**config.mk**
```make
export PLATFORM = sky130hd
export DESIGN_NAME = tta_ram
export DESIGN_NICKNAME = d
export VERILOG_FILES = /design/src/rtl/tta_ram.sv
export SDC_FILE = /design/constraint.sdc
export NUM_CORES = 1
export LEC_CHECK = 0
export BUFFER_PORTS_ARGS = -buffer_cell sky130_fd_sc_hd__buf_4
export CAP_MARGIN = 40
export CORE_ASPECT_RATIO = 2
export CORE_MARGIN = 3
export CORE_UTILIZATION = 30
export DETAILED_ROUTE_END_ITERATION = 10
export HOLD_SLACK_MARGIN = 0.06
export SYNTH_ARGS = -nofsm -noshare
export SYNTH_HDL_FRONTEND = slang
export SYNTH_SLANG_ARGS = --single-unit
```
**constraint.sdc**
```tcl
create_clock -name clk -period 1.9 [get_ports clk]
set_clock_uncertainty 0.1 [all_clocks]
set_input_delay 0.38 -clock clk [delete_from_list [all_inputs] [get_ports clk]]
set_output_delay 0.38 -clock clk [all_outputs]
set_load 0.01 [all_outputs]
```
**src/rtl/tta_ram.sv**
```systemverilog
// Generic single-write, single-read synchronous RAM with registered read data.
module tta_ram #(
  parameter int WIDTH = 8,
  parameter int DEPTH = 16
) (
  input  logic                     clk,
  input  logic                     we,
  input  logic [$clog2(DEPTH)-1:0] waddr,
  input  logic [WIDTH-1:0]         wdata,
  input  logic [$clog2(DEPTH)-1:0] raddr,
  output logic [WIDTH-1:0]         rdata
);
  logic [WIDTH-1:0] mem [DEPTH];

  always_ff @(posedge clk) begin
    if (we) begin
      mem[waddr] <= wdata;
    end
    rdata <= mem[raddr];
  end
endmodule

```
**Yosys cells after proc, flatten, opt, wreduce, memory -nomap -nowiden**

Memory sizes are Yosys's and may differ from the RTL's. A register that Yosys moved wholly into a read port is not among the register bits.
Index checks and enable logic that the tools add are counted.

- Register bits after elaboration: 0
- Memory bits (writable): 128
- Input bits: 18
- Output and inout port bits: 8
- Word-level logic and storage cells: 3
- Memories kept: 1

Memory list:

| memory | words | bits a word | read ports | clocked after Yosys merged registers in | write ports | line | RTL |
|---|---|---|---|---|---|---|---|
| mem | 16 | 8 | 1 | 1 | 1 | 13 | `logic [WIDTH-1:0] mem [DEPTH];` |

- Multiplexer cells: 2

Operator list:

| operator | count |
|---|---|
| 1-bit 2-to-1 mux | 2 |

**Logic depth before layout (Yosys ltp)**

Gate-level depths: netlist (run 1).

- Depth in word-level cells: 2
- Gate-level depth with buffers: 5
- Mapped depth without buffers: 3

**Least setup slack after synthesis (run 1)**

No wires, ideal clock.

- Path kind: input to register
- Start point: in waddr[2]
- End point: mem mem[0][0], enable pin
- Setup time: 383 ps
- Data arrival time: 1,490 ps
- Required time: 1,417 ps
- Slack: -73 ps
- Cell stages on the path: 2
- Buffers on the path: 0
- Cells stage by stage: or3b_2 -> nor3_1

RTL lines:

| element | line | RTL |
|---|---|---|
| start, declared | 8 | `input logic [$clog2(DEPTH)-1:0] waddr,` |
| end, declared | 13 |  |

Straight into the memory's write port.

==> flow_summary.toml, run 1 <==
[run_status]
outcome = "complete, no violations"

[setup_path]
crit_end = "rdata[3]$_DFF_P_"
startpoint = "mem[0][3]$_DFFE_PP_"
cp-start-kind = "flip-flop"
critPathRequiredTime_ns = 2.10
rr_worst_depth = 3
worst_ep_arrival_time_ns = 1.66
path_class = "reg -> reg"
rrSetupSlack_ns = 0.44
r2r_end = "rdata[3]$_DFF_P_"
end_kind = "flip-flop"
r2r_start = "mem[0][3]$_DFFE_PP_"
worstPathMaxFanout = 1

[global_route]
grt_max_degree = 19
antenna_found_initial = 0
grt_pass1_wl_um = 16700
globalRouteOverflowTotal = 0
grt_usage_pct = 12.4
grt_pass1_vias = 2664

[die]
pin_count = 26
fp-row-count = 67
dieArea_um2 = 18900
core_um2 = 16800
dieWidth_um = 98.6
start_util_pct = 30.7
fp.dieH_um = 191

[layout]
fin_area_um2 = 6300
stdcell_count = 507
antennaDiodeCount = 0
final_nets = 305
multiInputGateArea_um2 = 1060
area_growth_pct = 22.4
final-seq-area_um2 = 4000
fillCellCount = 1530
drive_gt1_share_pct = 32.3

[power]
power.switching_uw = 1320
peakVddDrop_mv = 0.506
power_frac_seq_pct = 49.5
p_clk_share_pct = 45.5
combPwrFrac_pct = 5.1
p_int_uw = 5510
p_leak_uw = 0.00213
p_sw_share_pct = 19.4
powerDensity_nw_per_um2 = 1080

[clock_tree]
htreeDepth = 4
cts_hold_buf = 0
cts_buffer_depth = 2
path_clk_slew_ns = 0.06
cts-buffers-inserted = 17
cts_resized = 0
insertion_delay_ns = 0.41
clkSinkCount = 136
cts_tree = "yes"
root_buffer = "clkbuf_16"
cts_setup_buffers = 0

[detailed_routing]
wire_per_inst_um = 21.0
via_per_inst = 4.73
remaining_drc_errors = 0
first_iter_violations = 163
drt_pass1_iterations = 4
drt-total-wl_um = 10700
ant_nets = 0
via_count = 2399

[logic_synthesis]
async_flop_share_pct = 0
yosysSeqAreaShare_pct = 77.8
synth_edf_count = 128
yosysWarnings = 0
synth_top_area_share_pct = 74.7
synth.ff_latch_count = 136
yosysMostFrequentCell = "edfxtp_1"
syn_avg_cell_area_um2 = 22.5
netlist-cell-type-count = 19
syn_inst = 229
syn_nets = 247
netlist_top_cells_area = "edfxtp_1 (75%), mux4_2 (7.9%), mux4_1 (7.1%)"
synth_area_um2 = 5150
synthTopCellsByCount = "edfxtp_1 (128), mux4_2 (18), a22oi_1 (16), mux4_1 (14), nor2_1 (13)"
synth_ff_type = "edfxtp_1"
synth_area_leader_cell = "edfxtp_1"

[hold_path]
min_path_type = "in -> reg"

[flow_run]
cap_viol_max_count = 0

[sta]
fmax_mhz = 683
finalHoldViolCount = 0
whs_ns = 0.180
rsz0062_at_grt = "no"
layout_setup_ws_ns = 0.435
fin_crit_sh_pct = 77.1
finalMaxSlewViolations = 0
setup_tns_ns = 0
worst_slew_pin_slew_ns = 0.428
final-setup-viol-count = 0
slew_headroom_pct = 71.5
post-route-min-period_ns = 1.46

[place]
dp.cells = 475
placed_area_um2 = 5730
hpwl_um = 7690
gp_congestion = 0.755
place_ws_ns = 0.0138
port_buffers = 25
==> critical path, cell delays in order (launching register included) <==
cell      delay [ns]
edfxtp_1        0.37
mux4_1          0.57
a22oi_1         0.25
nand2_1         0.07
==> cells in the final DEF, fill, tap and decap left out, drive strengths merged <==
cell type / instances
nand2: 9
clkbuf: 23
clkinv: 5
a22oi: 16
nor2: 13
nand3: 1
dfxtp: 8
bufinv: 2
nand2b: 2
edfxtp: 128
or3b: 1
clkinvlp: 2
nand3b: 2
and2: 1
nor2b: 1
mux4: 32
buf: 49
nor3: 4
and2b: 1
==> how the worst min path moves through the flow <==
stage | start | end | slack [ns] | cells after the start
after floorplan | wdata[0] | mem[0][0]$_DFFE_PP_ | 0.38 | 0
after CTS | wdata[4] | mem[0][4]$_DFFE_PP_ | 0.17 | 1
after detailed placement | mem[4][1]$_DFFE_PP_ | rdata[1]$_DFF_P_ | 0.57 | 3
after global placement | mem[11][3]$_DFFE_PP_ | rdata[3]$_DFF_P_ | 0.56 | 3
final | wdata[4] | mem[0][4]$_DFFE_PP_ | 0.18 | 1
after global routing | wdata[4] | mem[2][4]$_DFFE_PP_ | 0.19 | 1
==> power groups by stage <==
stage               registers, uW  logic (uW)  clock network [uW]
floorplan                    3440         171                   0
global placement             3440         349                   0
detailed placement           3440         357                   0
CTS                          3380         358                3180
global route                 3390         379                3310
finish                       3380         347                3110
==> through the flow <==
step           total power (uW)  util, %
6_report                   6830     37.6
5_1_grt                    7070     37.6
4_1_cts                    6920     37.6
3_5_place_dp               3800     34.2
3_3_place_gp               3790     34.2
2_1_floorplan              3610        -
==> cell type report <==
type	count	area share, %
repair buffers	49	6.44
flip-flops and latches	136	63.6
clock buffers	23	7.43
clock inverters	9	1.59
well taps	207	4.11
multi-input cells	83	16.9
==> state kept, by name, indices dropped and copies added (netlist names) <==
signal / cells
rdata: 8
mem: 128
==> cells by family after synthesis <==
family / share of synthesized area, %
and+or+nand+nor: 3.18
muxes: 15.0
DFF: 77.8
buffers and inverters: 1.68
AOI/OAI and AO/OA: 2.33
==> metal layers <==
layer / global-route usage [%] / vias up / wire (um)
li1: - / 1092 / -
met5: 0 / - / 0
met1: 12.3 / 1247 / 3620
met3: 2.59 / 10 / 279
met4: 5.37 / 0 / 168
met2: 24.0 / 50 / 6600
Power figures use the tool's default switching activity.
==> inputs of run 2 (changes only) <==
==> constraint.sdc (replaced) <==
create_clock -name clk -period 1.3 [get_ports clk]
set_clock_uncertainty 0.1 [all_clocks]
set_input_delay 0.26 -clock clk [delete_from_list [all_inputs] [get_ports clk]]
set_output_delay 0.26 -clock clk [all_outputs]
set_load 0.01 [all_outputs]
==> run 2 against run 1 <==
- worst setup slack worse by 0.49 ns
- clock power is 53% higher
- non-clock buffer count is 20 higher
- core utilization is 2.3 points higher
- critical endpoint is now rdata[6]$_DFF_P_
- die area stayed put
- the run now ends with negative setup slack left
- routed wire length is 3.4% higher
- largest cell class unchanged
- global-route usage is 0.23 points higher
- worst hold slack better by 0.050 ns
- total power is 51% higher
- critical path depth stayed put
- via count is 3.6% higher
- flip-flop and latch count stayed put
==> flow_summary.toml, run 2 (synthesis gave the netlist of run 1 again) <==
[power]
powerDensity_nw_per_um2 = 1540
peakVddDrop_mv = 0.770
p_leak_uw = 0.00222

[flow_run]
cap_viol_max_count = 0

[hold_path]
min_path_type = "in -> reg"
worstHoldPathCells = 3
min_to = "mem[4][1]$_DFFE_PP_"
holdCritStartpoint = "waddr[1]"

[die]
dieArea_um2 = 18900
start_util_pct = 30.7
pin_count = 26
core_um2 = 16800
fp.dieH_um = 191
dieWidth_um = 98.6
fp-row-count = 67

[sta]
final-setup-viol-count = 8
fmax_mhz = 740
finalMaxSlewViolations = 0
setup_tns_ns = -0.206
fin_crit_sh_pct = 104
worst_slew_pin_slew_ns = 0.780
layout_setup_ws_ns = -0.0511
finalHoldViolCount = 0
slew_headroom_pct = 47.9
rsz0062_at_grt = "yes"
post-route-min-period_ns = 1.35

[clock_tree]
cts_setup_buffers = 0
clkSinkCount = 136
insertion_delay_ns = 0.41
htreeDepth = 4
root_buffer = "clkbuf_16"
cts-buffers-inserted = 17
cts_tree = "yes"
cts_buffer_depth = 2
path_clk_slew_ns = 0.06

[layout]
area_growth_pct = 29.8
layout_commonest_cell = "edfxtp_1"
layout_common_cells = "edfxtp_1 (128), buf_4 (47), mux4_2 (32)"
antennaDiodeCount = 0
final_nets = 325
drive_gt1_share_pct = 46.6
top_regs = "mem (128), rdata (8)"
fillCellCount = 1488
regMostFlops = "mem"
fin_area_um2 = 6680
largest_register_ff_count = 128

[detailed_routing]
remaining_drc_errors = 0
first_iter_violations = 196
drt_pass1_iterations = 4
ant_nets = 0
wire_per_inst_um = 20.9
drt-total-wl_um = 11000
via_count = 2485
via_per_inst = 4.72

[global_route]
grt_usage_pct = 12.6
met1_usage_pct = 12.7
grtUsageMet2_pct = 24.0
grt_pass1_wl_um = 17000
grt_use_met3_pct = 2.67
grt_max_degree = 17
globalRouteOverflowTotal = 0
grt_pass1_vias = 2802
grt_busiest_layer = "met2"
antenna_found_initial = 0

[setup_path]
end_kind = "flip-flop"
rr_worst_depth = 3
critPathRequiredTime_ns = 1.50
crit_chain = "mux4_2 -> a22oi_2 -> nand2_1"
cp-start-kind = "flip-flop"
worst_ep_arrival_time_ns = 1.55
r2r_start = "mem[3][6]$_DFFE_PP_"
worstPathMaxFanout = 1
slowest_stage = "mux4_2"
path_class = "reg -> reg"
crit_buf_inv = 0
critPathTopFamily = "multiplexers"
r2r_end = "rdata[6]$_DFF_P_"
crit_path_max_incr_delay_ns = 0.51
rrSetupSlack_ns = -0.05
crit_cells = 3

[place]
hpwl_um = 7980
gp_congestion = 0.761
placed_area_um2 = 5960
port_buffers = 25

[run_status]
failed_checks = "negative setup slack"
outcome = "finished, violations left"
run 2: cell count changes in the layout (fill, tap and decap cells not counted), moves of 5 or more:
cell           delta
buf_12           +11
nor2_2            +9
a22oi_1           -7
clkinv_2          -5
inv_6             +6
mux4_1           -14
mux4_2           +14
dlygate4sd3_1     +8
a22oi_2           +7
nor2_1            -9
run 2: layout make-up:
class / instances / area, um^2 / share of cell area, %
Sequential cell: 136 / 4010 / 60.1
Multi-Input combinational cell: 83 / 1100 / 16.5
Clock buffer: 17 / 425 / 6.37
Timing Repair Buffer: 69 / 713 / 10.7
Tap cell: 207 / 259 / 3.88
Clock inverter: 15 / 166 / 2.49
run 2: how the worst max path moves through the flow:
stage | from | end | slack [ns]
2_1_floorplan | waddr[2] | mem[0][0]$_DFFE_PP_ | -0.16
3_3_place_gp | raddr[0] | rdata[6]$_DFF_P_ | -0.40
3_5_place_dp | raddr[0] | rdata[6]$_DFF_P_ | -0.40
4_1_cts | mem[3][6]$_DFFE_PP_ | rdata[6]$_DFF_P_ | -0.07
5_1_grt | mem[3][4]$_DFFE_PP_ | rdata[4]$_DFF_P_ | -0.11
6_report | mem[3][6]$_DFFE_PP_ | rdata[6]$_DFF_P_ | -0.05
run 2: timing repair:
action                                  4_1_cts  5_1_grt
endpoints found under the setup margin       12        8
gates cloned                                  0        0
hold buffers                                  8        0
resized for setup                            11        2
endpoints found under the hold margin       128        0
pin swaps                                     5        0
run 2: stage by stage:
step	setup slack (ns)	utilization [%]	instances	power [uW]	hold WS (ns)
CTS	-0.0734	39.7	526	10400	0.220
detailed placement	-0.403	35.6	486	5620	0.478
global route	-0.108	39.8	527	10700	0.225
global placement	-0.402	35.6	486	5600	0.459
floorplan	-0.163	-	229	5310	0.259
finish	-0.0511	39.8	527	10300	0.230
run 2: power by group:
group / switching, uW / internal [uW]
logic: 300 / 309
registers: 38.7 / 4900
clock network: 1890 / 2860
total: 2230 / 8070
run 2: per-layer routing:
metal	part of all wire, %	wire [um]	up-vias
met5	0	0	-
met4	2.7	302	0
met3	2.2	248	16
met2	60	6640	44
met1	35	3840	1308
li1	-	-	1117
run 2: worst register-to-register path: stages, from the launching register on:
cell and delay [ns]:
edfxtp_1 0.36, mux4_2 0.51, a22oi_2 0.19, nand2_1 0.09
==> inputs of run 3 (changes only) <==
--- a/config.mk
+++ b/config.mk
@@ -10,8 +10,11 @@
 export CORE_ASPECT_RATIO = 2
 export CORE_MARGIN = 3
 export CORE_UTILIZATION = 30
+export CTS_CLUSTER_DIAMETER = 100
 export DETAILED_ROUTE_END_ITERATION = 10
 export HOLD_SLACK_MARGIN = 0.06
+export PLACE_DENSITY = 0.48
+export REMOVE_ABC_BUFFERS = 1
 export SYNTH_ARGS = -nofsm -noshare
 export SYNTH_HDL_FRONTEND = slang
 export SYNTH_SLANG_ARGS = --single-unit
==> run 3 against run 2 <==
- the run still ends with negative setup slack left
- via count decreased by 0.20%
- sequential share of layout area increased by 1.2 points
- combinational power fell by 3.9%
- routed wire length up 1.3%
- count of clock-buffer cells in the layout is 4 higher
- largest cell class unchanged
==> flow_summary.toml, run 3 (synthesis gave the netlist of run 1 again) <==
[run_status]
outcome = "finished, violations left"
failed_checks = "negative setup slack"

[clock_tree]
cts_buffer_depth = 2
cts_setup_buffers = 0
insertion_delay_ns = 0.41
htreeDepth = 4
cts-buffers-inserted = 17
clkSinkCount = 136
cts_tree = "yes"
path_clk_slew_ns = 0.06
root_buffer = "clkbuf_16"

[sta]
fin_crit_sh_pct = 106
post-route-min-period_ns = 1.38
final-setup-viol-count = 8
slew_headroom_pct = 64.4
fmax_mhz = 723
rsz0062_at_grt = "yes"
layout_setup_ws_ns = -0.0829
worst_slew_pin_slew_ns = 0.532
finalHoldViolCount = 0
finalMaxSlewViolations = 0

[power]
combPwrFrac_pct = 5.5
powerDensity_nw_per_um2 = 1610
peakVddDrop_mv = 0.653
p_sw_share_pct = 19.3
power_frac_seq_pct = 46.8
power.switching_uw = 2040
p_clk_share_pct = 47.6
p_int_uw = 8510
p_total_uw = 10500
p_leak_uw = 0.00221

[detailed_routing]
remaining_drc_errors = 0
drt_pass1_iterations = 4
wire_per_inst_um = 21.2
via_count = 2480
via_per_inst = 4.71
first_iter_violations = 168
ant_nets = 0
drt-total-wl_um = 11200

[layout]
fillCellCount = 1528
layout_commonest_cell = "edfxtp_1"
largest_register_ff_count = 128
regMostFlops = "mem"
antennaDiodeCount = 0
final-seq-area_um2 = 4000
stdcell_count = 527
multiInputGateArea_um2 = 1060
top_regs = "mem (128), rdata (8)"
final_nets = 325
layout_common_cells = "edfxtp_1 (128), buf_4 (61), mux4_2 (30)"
drive_gt1_share_pct = 42.5
area_growth_pct = 27.0

[die]
core_um2 = 16800
pin_count = 26
fp.dieH_um = 191
start_util_pct = 30.7
fp-row-count = 67
dieWidth_um = 98.6
dieArea_um2 = 18900

[setup_path]
worstPathMaxFanout = 1
crit_chain = "mux4_2 -> a22oi_2 -> nand2_1"
path_class = "reg -> reg"
cp-start-kind = "flip-flop"
crit_buf_inv = 0
worst_ep_arrival_time_ns = 1.58
critPathTopFamily = "multiplexers"
crit_cells = 3
rr_worst_depth = 3
critPathRequiredTime_ns = 1.49
crit_path_max_incr_delay_ns = 0.49
slowest_stage = "mux4_2"
end_kind = "flip-flop"

[place]
place_ws_ns = -0.518
gp_congestion = 0.706
hpwl_um = 7970
dp.cells = 489
port_buffers = 25

[global_route]
grt_pass1_wl_um = 17000
grt_usage_pct = 12.8
antenna_found_initial = 0
globalRouteOverflowTotal = 0
grt_max_degree = 17
grt_pass1_vias = 2743

[flow_run]
cap_viol_max_count = 0

[hold_path]
worstHoldPathCells = 1
min_path_type = "in -> reg"
-- run 3: worst paths after layout --
kind,start,to,slack [ns]
worst max-delay path,mem[11][6]$_DFFE_PP_,rdata[6]$_DFF_P_,-0.08
worst min-delay path,wdata[5],mem[13][5]$_DFFE_PP_,0.07
worst max register to register,mem[11][6]$_DFFE_PP_,rdata[6]$_DFF_P_,-0.08
worst min register to register,mem[4][1]$_DFFE_PP_,rdata[1]$_DFF_P_,0.58
-- run 3: metal layers --
metal | vias up | part of all wire, % | track usage (%)
met5 | - | 0 | 0
met4 | 0 | 2.1 | 6.05
met3 | 15 | 2.5 | 2.59
met2 | 49 | 58 | 23.7
met1 | 1298 | 37 | 13.7
li1 | 1118 | - | -
-- run 3: cell type report --
class / instances / share of cell area [%]
clock inverters: 11 / 2.62
well taps: 207 / 3.96
flip-flops and latches: 136 / 61.3
repair buffers: 69 / 8.85
multi-input cells: 83 / 16.3
clock buffers: 21 / 7.05
-- run 3: through the flow --
step	hold WS (ns)	util [%]	TNS, ns	cell area [um^2]
after floorplan	0.259	-	-18.47	5060
after global placement	0.473	34.9	-32.82	5840
after detailed placement	0.481	34.9	-32.94	5840
after CTS	0.0636	38.8	-0.369	6510
after global routing	0.0686	39.0	-0.733	6540
final	0.0724	39.0	-0.280	6540
-- run 3: power by group through the flow --
stage	combinational, uW	clock (uW)	sequential (uW)
after global placement	553	0	5020
after global routing	635	5340	4940
final	584	5020	4940
after detailed placement	561	0	5030
after floorplan	196	0	5030
after CTS	597	5130	4940
-- run 3: what timing repair did --
item,in CTS,in global routing
pin swaps,10,1
gates resized for setup,20,2
endpoints found under the setup margin,16,16
cloned,0,0
hold buffers,4,0
hold endpoints to repair,44,0
